### config.mk
export PLATFORM = sky130hd
export DESIGN_NAME = rc_channel_state_trim_framer_core
export DESIGN_NICKNAME = d
export VERILOG_FILES = /design/src/sv/rcst_pkg.sv /design/src/sv/rc_channel_state_trim_framer_core.sv
export SDC_FILE = /design/constraint.sdc
export NUM_CORES = 1
export LEC_CHECK = 0
export ABC_AREA = 1
export BUFFER_PORTS_ARGS = -buffer_cell sky130_fd_sc_hd__buf_2
export CORE_ASPECT_RATIO = 0.6
export CORE_UTILIZATION = 28
export CTS_BUF_LIST = sky130_fd_sc_hd__clkbuf_8
export DETAILED_ROUTE_END_ITERATION = 8
export HOLD_SLACK_MARGIN = 0.1
export SLEW_MARGIN = 20
export SYNTH_ARGS = -nofsm -noshare
export SYNTH_HDL_FRONTEND = slang
export SYNTH_SLANG_ARGS = --single-unit
export TNS_END_PERCENT = 1
### constraint.sdc
create_clock -name aclk -period 26.6 [get_ports aclk]
set_input_delay 2.66 -clock aclk [delete_from_list [all_inputs] [get_ports aclk]]
set_output_delay 2.66 -clock aclk [all_outputs]
set_load 0.005 [all_outputs]
### src/sv/rcst_pkg.sv
// Shared types and constants of the radio-control channel framer.
package rcst_pkg;

    localparam int NUM_CHAN = 8;
    localparam int CHAN_W = 11;
    localparam int SW_W = 16;
    localparam int CNT_W = 16;
    localparam int SEQ_W = 8;
    localparam int STEP_W = 10;

    localparam logic [CHAN_W-1:0] TRIM_ON_LEVEL = 11'd1850;
    localparam logic [CHAN_W-1:0] TRIM_OFF_LEVEL = 11'd1700;
    localparam logic [CHAN_W-1:0] CHAN_MIN = 11'd1000;
    localparam logic [CHAN_W-1:0] CHAN_MAX = 11'd1999;
    localparam logic [9:0] AXIS_SCALE = 10'd1000;
    localparam logic [15:0] AXIS_OFFSET = 16'h8000;
    localparam logic [CNT_W-1:0] DISCARD_MAX = 16'hFFFF;

    localparam int IN_DATA_W = 24;
    localparam int OUT_DATA_W = 128;
    localparam int CFG_IDX_W = 3;
    localparam int CFG_DATA_W = 10;

    typedef enum logic [1:0] {
        KIND_AXIS     = 2'd0,
        KIND_BTN_DOWN = 2'd1,
        KIND_BTN_UP   = 2'd2,
        KIND_TICK     = 2'd3
    } kind_t;

    typedef enum logic [CFG_IDX_W-1:0] {
        REG_TRIM_CHANNEL     = 3'd0,
        REG_ACTIVATE_CHANNEL = 3'd1,
        REG_TRIM_DIRECTION   = 3'd2,
        REG_TRIM_STEP        = 3'd3,
        REG_GLITCH_FIX       = 3'd4
    } cfg_idx_t;

    typedef logic [CHAN_W-1:0] chan_t;

    typedef struct packed {
        logic [CNT_W-1:0] discard_total;
        logic [SW_W-1:0] switch_bits;
        chan_t [NUM_CHAN-1:0] chans;
        logic [SEQ_W-1:0] sequence_res;
    } frame_data_t;

    typedef struct packed {
        logic frame_sent;
        frame_data_t data;
    } result_t;

    function automatic chan_t add_clamped(chan_t v, logic [STEP_W-1:0] step);
        logic [CHAN_W:0] r;
        r = {1'b0, v} + {2'b00, step};
        return (r > {1'b0, CHAN_MAX}) ? CHAN_MAX : r[CHAN_W-1:0];
    endfunction

    function automatic chan_t sub_clamped(chan_t v, logic [STEP_W-1:0] step);
        logic [CHAN_W:0] lim;
        logic [CHAN_W:0] d;
        lim = {2'b00, step} + {1'b0, CHAN_MIN};
        d = {1'b0, v} - {2'b00, step};
        return ({1'b0, v} < lim) ? CHAN_MIN : d[CHAN_W-1:0];
    endfunction

endpackage

### src/sv/rc_channel_state_trim_framer_core.sv
// Radio-control channel framer: channel state, trim, glitch repair and frame output.
// The result of a tick is registered into the head output entry, or into the skid entry when the head is occupied.
// Throughput: one request per cycle while s_tready is high; state updates in the same cycle a request is taken.
// A two-entry output buffer lets requests flow while one result waits for m_tready.
// Reset (synchronous, aresetn low): channels and last valid values to CHANNEL_INITIAL,
// trim marks, switches, history and counters to zero, trim and activate channel to -1.
module rc_channel_state_trim_framer_core #(
    parameter int CHANNEL_INITIAL = 1500,
    parameter int SWITCH_BITS = 16
) (
    input  logic                            aclk,
    input  logic                            aresetn,
    input  logic                            s_tvalid,
    output logic                            s_tready,
    input  logic [rcst_pkg::IN_DATA_W-1:0]  s_tdata,  // item_index[4:0], axis_value[20:5]
    input  logic [1:0]                      s_tuser,  // kind[1:0]
    output logic                            m_tvalid,
    input  logic                            m_tready,
    // sequence_res[7:0], chan_one..chan_eight[95:8], switch_bits[111:96],
    // discard_total[127:112]
    output logic [rcst_pkg::OUT_DATA_W-1:0] m_tdata,
    output logic [0:0]                      m_tuser,  // frame_sent[0]
    input  logic                            cfg_valid,
    output logic                            cfg_ready,
    input  logic [rcst_pkg::CFG_IDX_W-1:0]  cfg_index,
    input  logic [rcst_pkg::CFG_DATA_W-1:0] cfg_data
);
    import rcst_pkg::*;

    localparam chan_t CH_INIT = CHAN_W'(CHANNEL_INITIAL);
    localparam logic [4:0] SW_LIMIT = 5'(SWITCH_BITS);
    localparam logic [SW_W-1:0] SW_MASK = SW_W'((32'd1 << SWITCH_BITS) - 32'd1);

    logic [3:0] trim_channel_reg;
    logic [3:0] activate_channel_reg;
    logic trim_direction_reg;
    logic [STEP_W-1:0] trim_step_reg;
    logic glitch_fix_reg;

    chan_t chan_reg [NUM_CHAN];
    chan_t chan_next [NUM_CHAN];
    chan_t last_valid_reg [NUM_CHAN];
    chan_t last_valid_next [NUM_CHAN];
    logic [NUM_CHAN-1:0] trim_applied_reg;
    logic [NUM_CHAN-1:0] trim_applied_next;
    logic [SW_W-1:0] switch_reg;
    logic [SW_W-1:0] switch_next;
    logic [SW_W-1:0] hist_reg [3];
    logic [SW_W-1:0] hist_next [3];
    logic [SEQ_W-1:0] seq_reg;
    logic [SEQ_W-1:0] seq_next;
    logic [CNT_W-1:0] discard_reg;
    logic [CNT_W-1:0] discard_next;

    result_t head_reg;
    result_t skid_reg;
    logic head_valid_reg;
    logic skid_valid_reg;

    logic in_accept;
    logic out_pop;
    logic push;
    result_t result;

    kind_t kind;
    logic [4:0] item_index;
    logic [15:0] axis_value;
    logic [25:0] axis_prod;
    chan_t axis_chan;
    chan_t chan_glitch [NUM_CHAN];
    logic trim_en;
    logic [2:0] tc;
    logic [2:0] ac;
    chan_t act_first;
    chan_t act_second;
    chan_t trim_v1;
    chan_t trim_v2;
    chan_t trim_v3;
    logic trim_ta1;
    logic apply_hit;
    logic undo_hit;
    logic stable;

    assign kind = kind_t'(s_tuser);
    assign item_index = s_tdata[4:0];
    assign axis_value = s_tdata[20:5];
    assign in_accept = s_tvalid && s_tready;
    assign out_pop = m_tvalid && m_tready;
    assign push = in_accept && (kind == KIND_TICK);
    assign s_tready = !skid_valid_reg;
    assign cfg_ready = 1'b1;
    assign m_tvalid = head_valid_reg;
    assign m_tdata = head_reg.data;
    assign m_tuser = head_reg.frame_sent;

    assign axis_prod = (axis_value ^ AXIS_OFFSET) * AXIS_SCALE;
    assign axis_chan = CHAN_W'(axis_prod[25:16]) + CHAN_MIN;

    assign trim_en = !trim_channel_reg[3] && !activate_channel_reg[3];
    assign tc = trim_channel_reg[2:0];
    assign ac = activate_channel_reg[2:0];

    always_comb begin
        for (int i = 0; i < NUM_CHAN; i++) begin
            chan_glitch[i] = (glitch_fix_reg && chan_reg[i] == CHAN_MIN) ?
                             last_valid_reg[i] : chan_reg[i];
        end
        act_first = chan_glitch[ac];
        trim_v1 = chan_glitch[tc];
        apply_hit = (act_first >= TRIM_ON_LEVEL) && !trim_applied_reg[tc];
        if (apply_hit) begin
            trim_v2 = trim_direction_reg ? add_clamped(trim_v1, trim_step_reg)
                                         : sub_clamped(trim_v1, trim_step_reg);
        end else begin
            trim_v2 = trim_v1;
        end
        trim_ta1 = trim_applied_reg[tc] || apply_hit;
        act_second = (ac == tc) ? trim_v2 : act_first;
        undo_hit = (act_second <= TRIM_OFF_LEVEL) && trim_ta1;
        if (undo_hit) begin
            trim_v3 = trim_direction_reg ? sub_clamped(trim_v2, trim_step_reg)
                                         : add_clamped(trim_v2, trim_step_reg);
        end else begin
            trim_v3 = trim_v2;
        end
    end

    assign stable = (hist_reg[0] == hist_reg[1]);

    always_comb begin
        chan_next = chan_reg;
        last_valid_next = last_valid_reg;
        trim_applied_next = trim_applied_reg;
        switch_next = switch_reg;
        hist_next = hist_reg;
        seq_next = seq_reg;
        discard_next = discard_reg;
        result = '0;
        if (in_accept) begin
            unique case (kind)
                KIND_AXIS: begin
                    if (item_index[4:3] == 2'b00) begin
                        chan_next[item_index[2:0]] = axis_chan;
                        trim_applied_next[item_index[2:0]] = 1'b0;
                    end
                end
                KIND_BTN_DOWN: begin
                    if (item_index < SW_LIMIT) begin
                        switch_next = (switch_reg | (SW_W'(1) << item_index[3:0])) & SW_MASK;
                        hist_next[0] = switch_next;
                    end
                end
                KIND_BTN_UP: begin
                    if (item_index < SW_LIMIT) begin
                        switch_next = switch_reg & ~(SW_W'(1) << item_index[3:0]) & SW_MASK;
                    end
                end
                KIND_TICK: begin
                    chan_next = chan_glitch;
                    if (glitch_fix_reg) begin
                        last_valid_next = chan_glitch;
                    end
                    if (trim_en) begin
                        chan_next[tc] = trim_v3;
                        trim_applied_next[tc] = trim_ta1 && !undo_hit;
                    end
                    hist_next[2] = hist_reg[1];
                    hist_next[1] = hist_reg[0];
                    if (stable) begin
                        result.frame_sent = 1'b1;
                        result.data.sequence_res = seq_reg;
                        for (int i = 0; i < NUM_CHAN; i++) begin
                            result.data.chans[i] = chan_next[i];
                        end
                        result.data.switch_bits = switch_reg;
                        result.data.discard_total = discard_reg;
                        hist_next[0] = switch_reg;
                    end else begin
                        if (discard_reg != DISCARD_MAX) begin
                            discard_next = discard_reg + CNT_W'(1);
                        end
                        result.data.discard_total = discard_next;
                    end
                    seq_next = seq_reg + SEQ_W'(1);
                end
                default: begin
                end
            endcase
        end
    end

    always_ff @(posedge aclk) begin
        if (!aresetn) begin
            trim_channel_reg <= 4'hF;
            activate_channel_reg <= 4'hF;
            trim_direction_reg <= 1'b0;
            trim_step_reg <= '0;
            glitch_fix_reg <= 1'b0;
        end else if (cfg_valid && cfg_ready) begin
            unique case (cfg_idx_t'(cfg_index))
                REG_TRIM_CHANNEL:     trim_channel_reg <= cfg_data[3:0];
                REG_ACTIVATE_CHANNEL: activate_channel_reg <= cfg_data[3:0];
                REG_TRIM_DIRECTION:   trim_direction_reg <= cfg_data[0];
                REG_TRIM_STEP:        trim_step_reg <= cfg_data[STEP_W-1:0];
                REG_GLITCH_FIX:       glitch_fix_reg <= cfg_data[0];
                default: begin
                end
            endcase
        end
    end

    always_ff @(posedge aclk) begin
        if (!aresetn) begin
            for (int i = 0; i < NUM_CHAN; i++) begin
                chan_reg[i] <= CH_INIT;
                last_valid_reg[i] <= CH_INIT;
            end
            trim_applied_reg <= '0;
            switch_reg <= '0;
            for (int i = 0; i < 3; i++) begin
                hist_reg[i] <= '0;
            end
            seq_reg <= '0;
            discard_reg <= '0;
        end else begin
            chan_reg <= chan_next;
            last_valid_reg <= last_valid_next;
            trim_applied_reg <= trim_applied_next;
            switch_reg <= switch_next;
            hist_reg <= hist_next;
            seq_reg <= seq_next;
            discard_reg <= discard_next;
        end
    end

    always_ff @(posedge aclk) begin
        if (!aresetn) begin
            head_valid_reg <= 1'b0;
            skid_valid_reg <= 1'b0;
        end else if (out_pop) begin
            if (skid_valid_reg) begin
                head_reg <= skid_reg;
                skid_valid_reg <= 1'b0;
            end else begin
                head_valid_reg <= push;
                head_reg <= result;
            end
        end else if (!head_valid_reg) begin
            head_valid_reg <= push;
            head_reg <= result;
        end else if (push) begin
            skid_reg <= result;
            skid_valid_reg <= 1'b1;
        end
    end

    a_skid_needs_head: assert property (@(posedge aclk) disable iff (!aresetn)
        skid_valid_reg |-> head_valid_reg)
        else $error("Output skid entry is occupied while the head entry is empty.");

    a_discard_monotonic: assert property (@(posedge aclk) disable iff (!aresetn)
        1'b1 |=> discard_reg >= $past(discard_reg))
        else $error("Discard count decreased.");

    a_discard_clean: assert property (@(posedge aclk) disable iff (!aresetn)
        (m_tvalid && !m_tuser[0]) |-> (m_tdata[111:0] == '0))
        else $error("A discarded frame carries nonzero channel or switch data.");

    a_event_no_result: assert property (@(posedge aclk) disable iff (!aresetn)
        (in_accept && kind != KIND_TICK && !out_pop && !head_valid_reg) |=> !m_tvalid)
        else $error("A non-tick request produced a result.");

endmodule
## Word level (Yosys, flattened, before mapping)

Cells that the tools add are included.

- Add/subtract/negate cells: 8
- Multiply operators: 1
- $lt $le $gt $ge: 16
- Eq/ne operators: 25
- Shifts and indexed selects: 1
- Multiplexer cells: 59
- Bitwise gates (word level): 11
- Reduce and logical (&&, ||, !) cells: 46

Operators by type and width:

| kind | number |
|---|---|
| two-way mux 129 bit | 5 |
| two-way mux 11 bit | 23 |
| bitwise mux 88 bit | 2 |
| two-way mux 88 bit | 2 |
| case mux 88 bit (2 select lines) | 1 |
| two-way mux 112 bit | 1 |
| equality test 11 x 10 -> 1 bit, second input constant | 8 |
| two-way mux 16 bit | 5 |
| binary-select mux 11 bit (select 3 bit) | 2 |
| demux 11 bit (select 3 bit) | 2 |
| case mux 16 bit (2 select lines) | 2 |
| adder 11 x 10 -> 12 bit | 2 |
| > comparator 12 x 11 -> 1 bit, second input constant | 2 |
| multiplier 16 x 7 -> 23 bit, second input constant | 1 |
| adder 10 x 10 -> 11 bit, second input constant | 2 |
| subtractor 11 x 10 -> 11 bit | 2 |
| logical AND 1 bit | 19 |
| adder 16 x 1 -> 16 bit, second input constant | 1 |
| bitwise AND 16 bit | 1 |
| equality test 16 bit | 1 |
| two-way mux 8 bit | 2 |
| inequality test 16 bit, second input constant | 1 |
| inverter 16 bit | 1 |
| OR 16 bit | 1 |
| other kinds (37) | 78 |

- Register bits after elaboration: 536
- Output and inout bits: 132
- Word-level logic and storage cells: 220

## Logic depth before layout (Yosys ltp)

- Depth in word-level cells: 23
- Gate-level depth with buffers: 54
- Depth with buffers taken out: 53

## Least setup slack after synthesis

No wires, ideal clock.

- Kind: in2reg
- Start: input aresetn
- End: register head_reg (netlist bit m_tdata[0]) (enable)
- Library setup time: 0.659 ns
- Data arrival time: 9.671 ns
- Required time: 25.941 ns
- Slack: 16.270 ns
- Stages: 5
- Path buffers: 3
- Cells stage by stage: clkbuf_1 > inv_2 > clkbuf_1 > clkbuf_1 > a21oi_1

- Cells in the longest elaborated chain, start to end: 1

Ends and longest elaborated chain:

| element | line | RTL |
|---|---|---|
| start: declaration | rc_channel_state_trim_framer_core.sv:12 | `input logic aresetn,` |
| AND reduction 2 bit (no source line) | n/a |  |
| end signal: assignment | rc_channel_state_trim_framer_core.sv:242 | `head_reg <= skid_reg;` |
| end signal: assignment | rc_channel_state_trim_framer_core.sv:246 | `head_reg <= result;` |
| end signal: assignment | rc_channel_state_trim_framer_core.sv:250 | `head_reg <= result;` |
| end: declaration | rc_channel_state_trim_framer_core.sv:55 | `result_t head_reg;` |

Every way passes these cells.
A chain may end at the register's enable or synchronous reset.

## Final worst setup path

- Start: register glitch_fix_reg
- End: register head_reg (netlist bit m_tdata[31]), data pin

- Cells in the longest elaborated chain, start to end: 22
- Elaborated cells between the ends (all ways): 52
- Classes of those cells: 4 x add/sub; 6 x order compare; 31 x mux; 11 x reduce/logical

Ends and longest elaborated chain:

| element | line | RTL |
|---|---|---|
| start: declaration | rc_channel_state_trim_framer_core.sv:38 | `logic glitch_fix_reg;` |
| start signal: assignment | rc_channel_state_trim_framer_core.sv:205 | `REG_GLITCH_FIX: glitch_fix_reg <= cfg_data[0];` |
| logical AND 1 bit | rc_channel_state_trim_framer_core.sv:105 | `chan_glitch[i] = (glitch_fix_reg && chan_reg[i] == CHAN_MIN) ?` |
| two-way mux 11 bit | rc_channel_state_trim_framer_core.sv:105 |  |
| binary-select mux 11 bit (select 3 bit) | rc_channel_state_trim_framer_core.sv:109 | `trim_v1 = chan_glitch[tc];` |
| two-way mux 11 bit (not written as such) (2 in a row) | rc_channel_state_trim_framer_core.sv:109 |  |
| adder 11 x 10 -> 12 bit | rcst_pkg.sv:55 | `r = {1'b0, v} + {2'b00, step};` |
| > comparator 12 x 11 -> 1 bit | rcst_pkg.sv:56 | `return (r > {1'b0, CHAN_MAX}) ? CHAN_MAX : r[CHAN_W-1:0];` |
| two-way mux 11 bit | rcst_pkg.sv:56 |  |
| two-way mux 11 bit | rc_channel_state_trim_framer_core.sv:112 | `trim_v2 = trim_direction_reg ? add_clamped(trim_v1, trim_step_reg)` |
| [5 not listed] | n/a |  |
| two-way mux 11 bit | rc_channel_state_trim_framer_core.sv:120 | `if (undo_hit) begin` |
| bitwise mux 88 bit | rc_channel_state_trim_framer_core.sv:164 | `chan_next[tc] = trim_v3;` |
| two-way mux 88 bit (*) | rc_channel_state_trim_framer_core.sv:163 | `if (trim_en) begin` |
| two-way mux 112 bit (*) | rc_channel_state_trim_framer_core.sv:169 | `if (stable) begin` |
| two-way mux 129 bit (*) | rc_channel_state_trim_framer_core.sv:140 | `unique case (kind)` |
| two-way mux 129 bit (*) | rc_channel_state_trim_framer_core.sv:139 | `if (in_accept) begin` |
| two-way mux 129 bit (on tied branches) | rc_channel_state_trim_framer_core.sv:248, rc_channel_state_trim_framer_core.sv:241 |  |
| two-way mux 129 bit (*) | rc_channel_state_trim_framer_core.sv:240 | `end else if (out_pop) begin` |

Mark *: on every way between the ends. The rest lies on a longest branch, timed or not. The select of a mux whose other input is x is not followed.

==> impl_metrics.toml <==
[clocking]
tritoncts = "done"
insertion_delay_ps = 800
cts_resized = 0
clk_pin_slew_ps = 70
postCtsHoldBufs = 0
htree_num_levels = 3
clk_path_buf_depth = 3
postCtsSetupRepairBufs = 0
cts_buffers = 83
clockRootBuffer = "clkbuf_8"
clock_sinks = 536

[setup_path]
cpMaxStageDelayCell = "dfxtp_1"
cp-startpoint = "glitch_fix_reg"
cpPeakStageDelay_ps = 660
worst-path-buf-inv = 8
path_common_cell = "nand2_1"
critPathKind = "flop to flop"
crit_path_max_fanout = 8
crit_path_start_kind = "flop"
cpLargestDelayFamily = "simple AND/OR/NAND/NOR gates"
critPathCaptureType = "flop"
crit_required_ps = 27170
rr_startpoint = "glitch_fix_reg"
worstPathArrival_ps = 9930

[power_and_ir_drop]
p_leak_nw = 15.3
peakVddDrop_uv = 129
power_density_nw_per_um2 = 72.9

[global_routing]
grt_pass1_vias = 26500
grt_max_degree = 130
grt.overflow.total = 0
antenna_found_initial = 7
grt_usage_pct = 20.6
grt_first_pass_wirelength_um = 177000

[sta]
rsz0062_at_grt = "false"
max-slew-margin-rel_pct = 21.2
period_share_pct = 35.2
setup_viol = 0
worst_pin_slew_ps = 1180
clock-skew-final_ps = 80.4
finalMaxSlewViolations = 0
hold_viol = 0
fmax_mhz = 107
layout_min_cycle_time_ps = 9360
final.setup.tns_ps = 0

[detailed_routing]
routed_wl_um = 122000
routed_via_density = 5.13
antenna_left = 0
firstDrtPassIters = 8
drt_drc_violations_left = 0
avgRoutedWirePerCell_um = 21.3
route.vias.total = 29400
drt_iter0_drc = 3554

[synth]
async_reset_ff_share_pct = 0
synth_ff_type = "dfxtp_1"
ys_seq_elements = 536
synth_seq_area_share_pct = 41.7
yosysUniqueCellTypes = 68
ys_warn_count = 0
synth_nets = 4217
netlist_area_um2 = 32000
synth_edf_count = 258
synth_cells = 4003
avgSynthCellArea_um2 = 7.98

[place]
portBuffers = 171
gp_congestion = 1.02
dp_hpwl_um = 88800
dpl.cell_count = 5562

[job]
cap_violations = 0

[floorplanning]
core_um2 = 113000
rows = 95
start_util_pct = 28.4
die_y_um = 264
die_area_um2 = 116000
fp.dieW_um = 438
io_pins = 176

[cells_and_area]
largest_reg_flops = 129
drive_above_1_share_pct = 13.5
mostFrequentLayoutCells = "nand2_1, inv_1, nand3_1"
stdcell_count = 5725
area_delta_synth_final_pct = 13.2
nNetsFinal = 4359
mostFrequentLayoutCell = "nand2_1"

[outcome]
outcome = "completed"

[worst_hold_path]
min_path_type = "flop to flop"
worstHoldStart = "last_valid_reg[51]"
==> worst paths after layout <==
path	to	slack, ps	depth (start not counted)
worst min-delay path	last_valid_reg[51]	460	2
worst min register to register	last_valid_reg[51]	460	2
worst max register to register	m_tdata[31]	17240	49
worst max-delay path	m_tdata[31]	17240	49
==> kinds of logic after synthesis <==
kind of cell,count (synthesis),synth area share (%)
AOI/OAI and AO/OA,769,13.1
xor gates and xnor gates,69,1.89
adders and majority gates,170,8.00
buffers and inverters,583,7.21
DFF,536,41.7
other,1,0.0117
and+or+nand+nor,1875,28.1
==> synth_stat cells (12+ instances only) <==
master	number	area, µm²
nand2_2	14	87.6
nand3b_1	30	225
dfxtp_1	278	5570
a21oi_1	312	1560
o211ai_1	20	150
or2_2	12	75.1
ha_1	113	1410
edfxtp_1	258	7750
nand3_1	346	1730
nand2_1	974	3660
o21ai_1	78	390
o21ai_0	247	1240
nor2_1	256	961
inv_2	15	56.3
clkbuf_1	111	417
nand3_2	98	981
a31oi_1	21	131
fa_1	57	1140
nand4_1	25	156
o22ai_1	19	119
inv_1	385	1450
xnor2_1	24	210
buf_1	21	78.8
xor2_1	45	394
nor3_1	45	225
buf_2	31	155
==> power breakdown <==
part | switching [W] | internal, W
clock | 0.000363 | 0.000346
sequential | 0.0000148 | 0.000882
combinational | 0.000801 | 0.000229
==> worst min-delay path, cell delays in order (launching register included) <==
cell	delay, ps
dfxtp_1	320
a21oi_1	60
o21ai_0	60
==> layout make-up <==
class / count / area (µm²)
clock inverter: 58 / 282
fill: 11900 / 76400
sequential: 536 / 13300
multi-input combinational: 2884 / 16500
antenna: 6 / 15.0
clock buffer: 98 / 1350
timing repair buffer: 231 / 1330
tap: 1503 / 1880
inverter: 409 / 1550
==> metal layers <==
layer  routed length [µm]  GRT usage, %
met1                58700          31.8
met4                 2590          5.05
met3                17300          8.99
met2                43100          25.2
met5                   97             0
==> per-stage QoR <==
stage	hold slack (ps)	instance area, µm²	utilization (%)	power [W]	setup WS [ps]
4_1_cts	464	36100	32.1	0.00255	17590
3_5_place_dp	450	34500	30.6	0.00185	17190
2_1_floorplan	434	32000	-	0.00137	16270
3_3_place_gp	442	34500	30.6	0.00184	17150
5_1_grt	489	36200	32.1	0.00270	16690
6_report	464	36200	32.1	0.00264	17240
(Power assumes the default switching activity.)
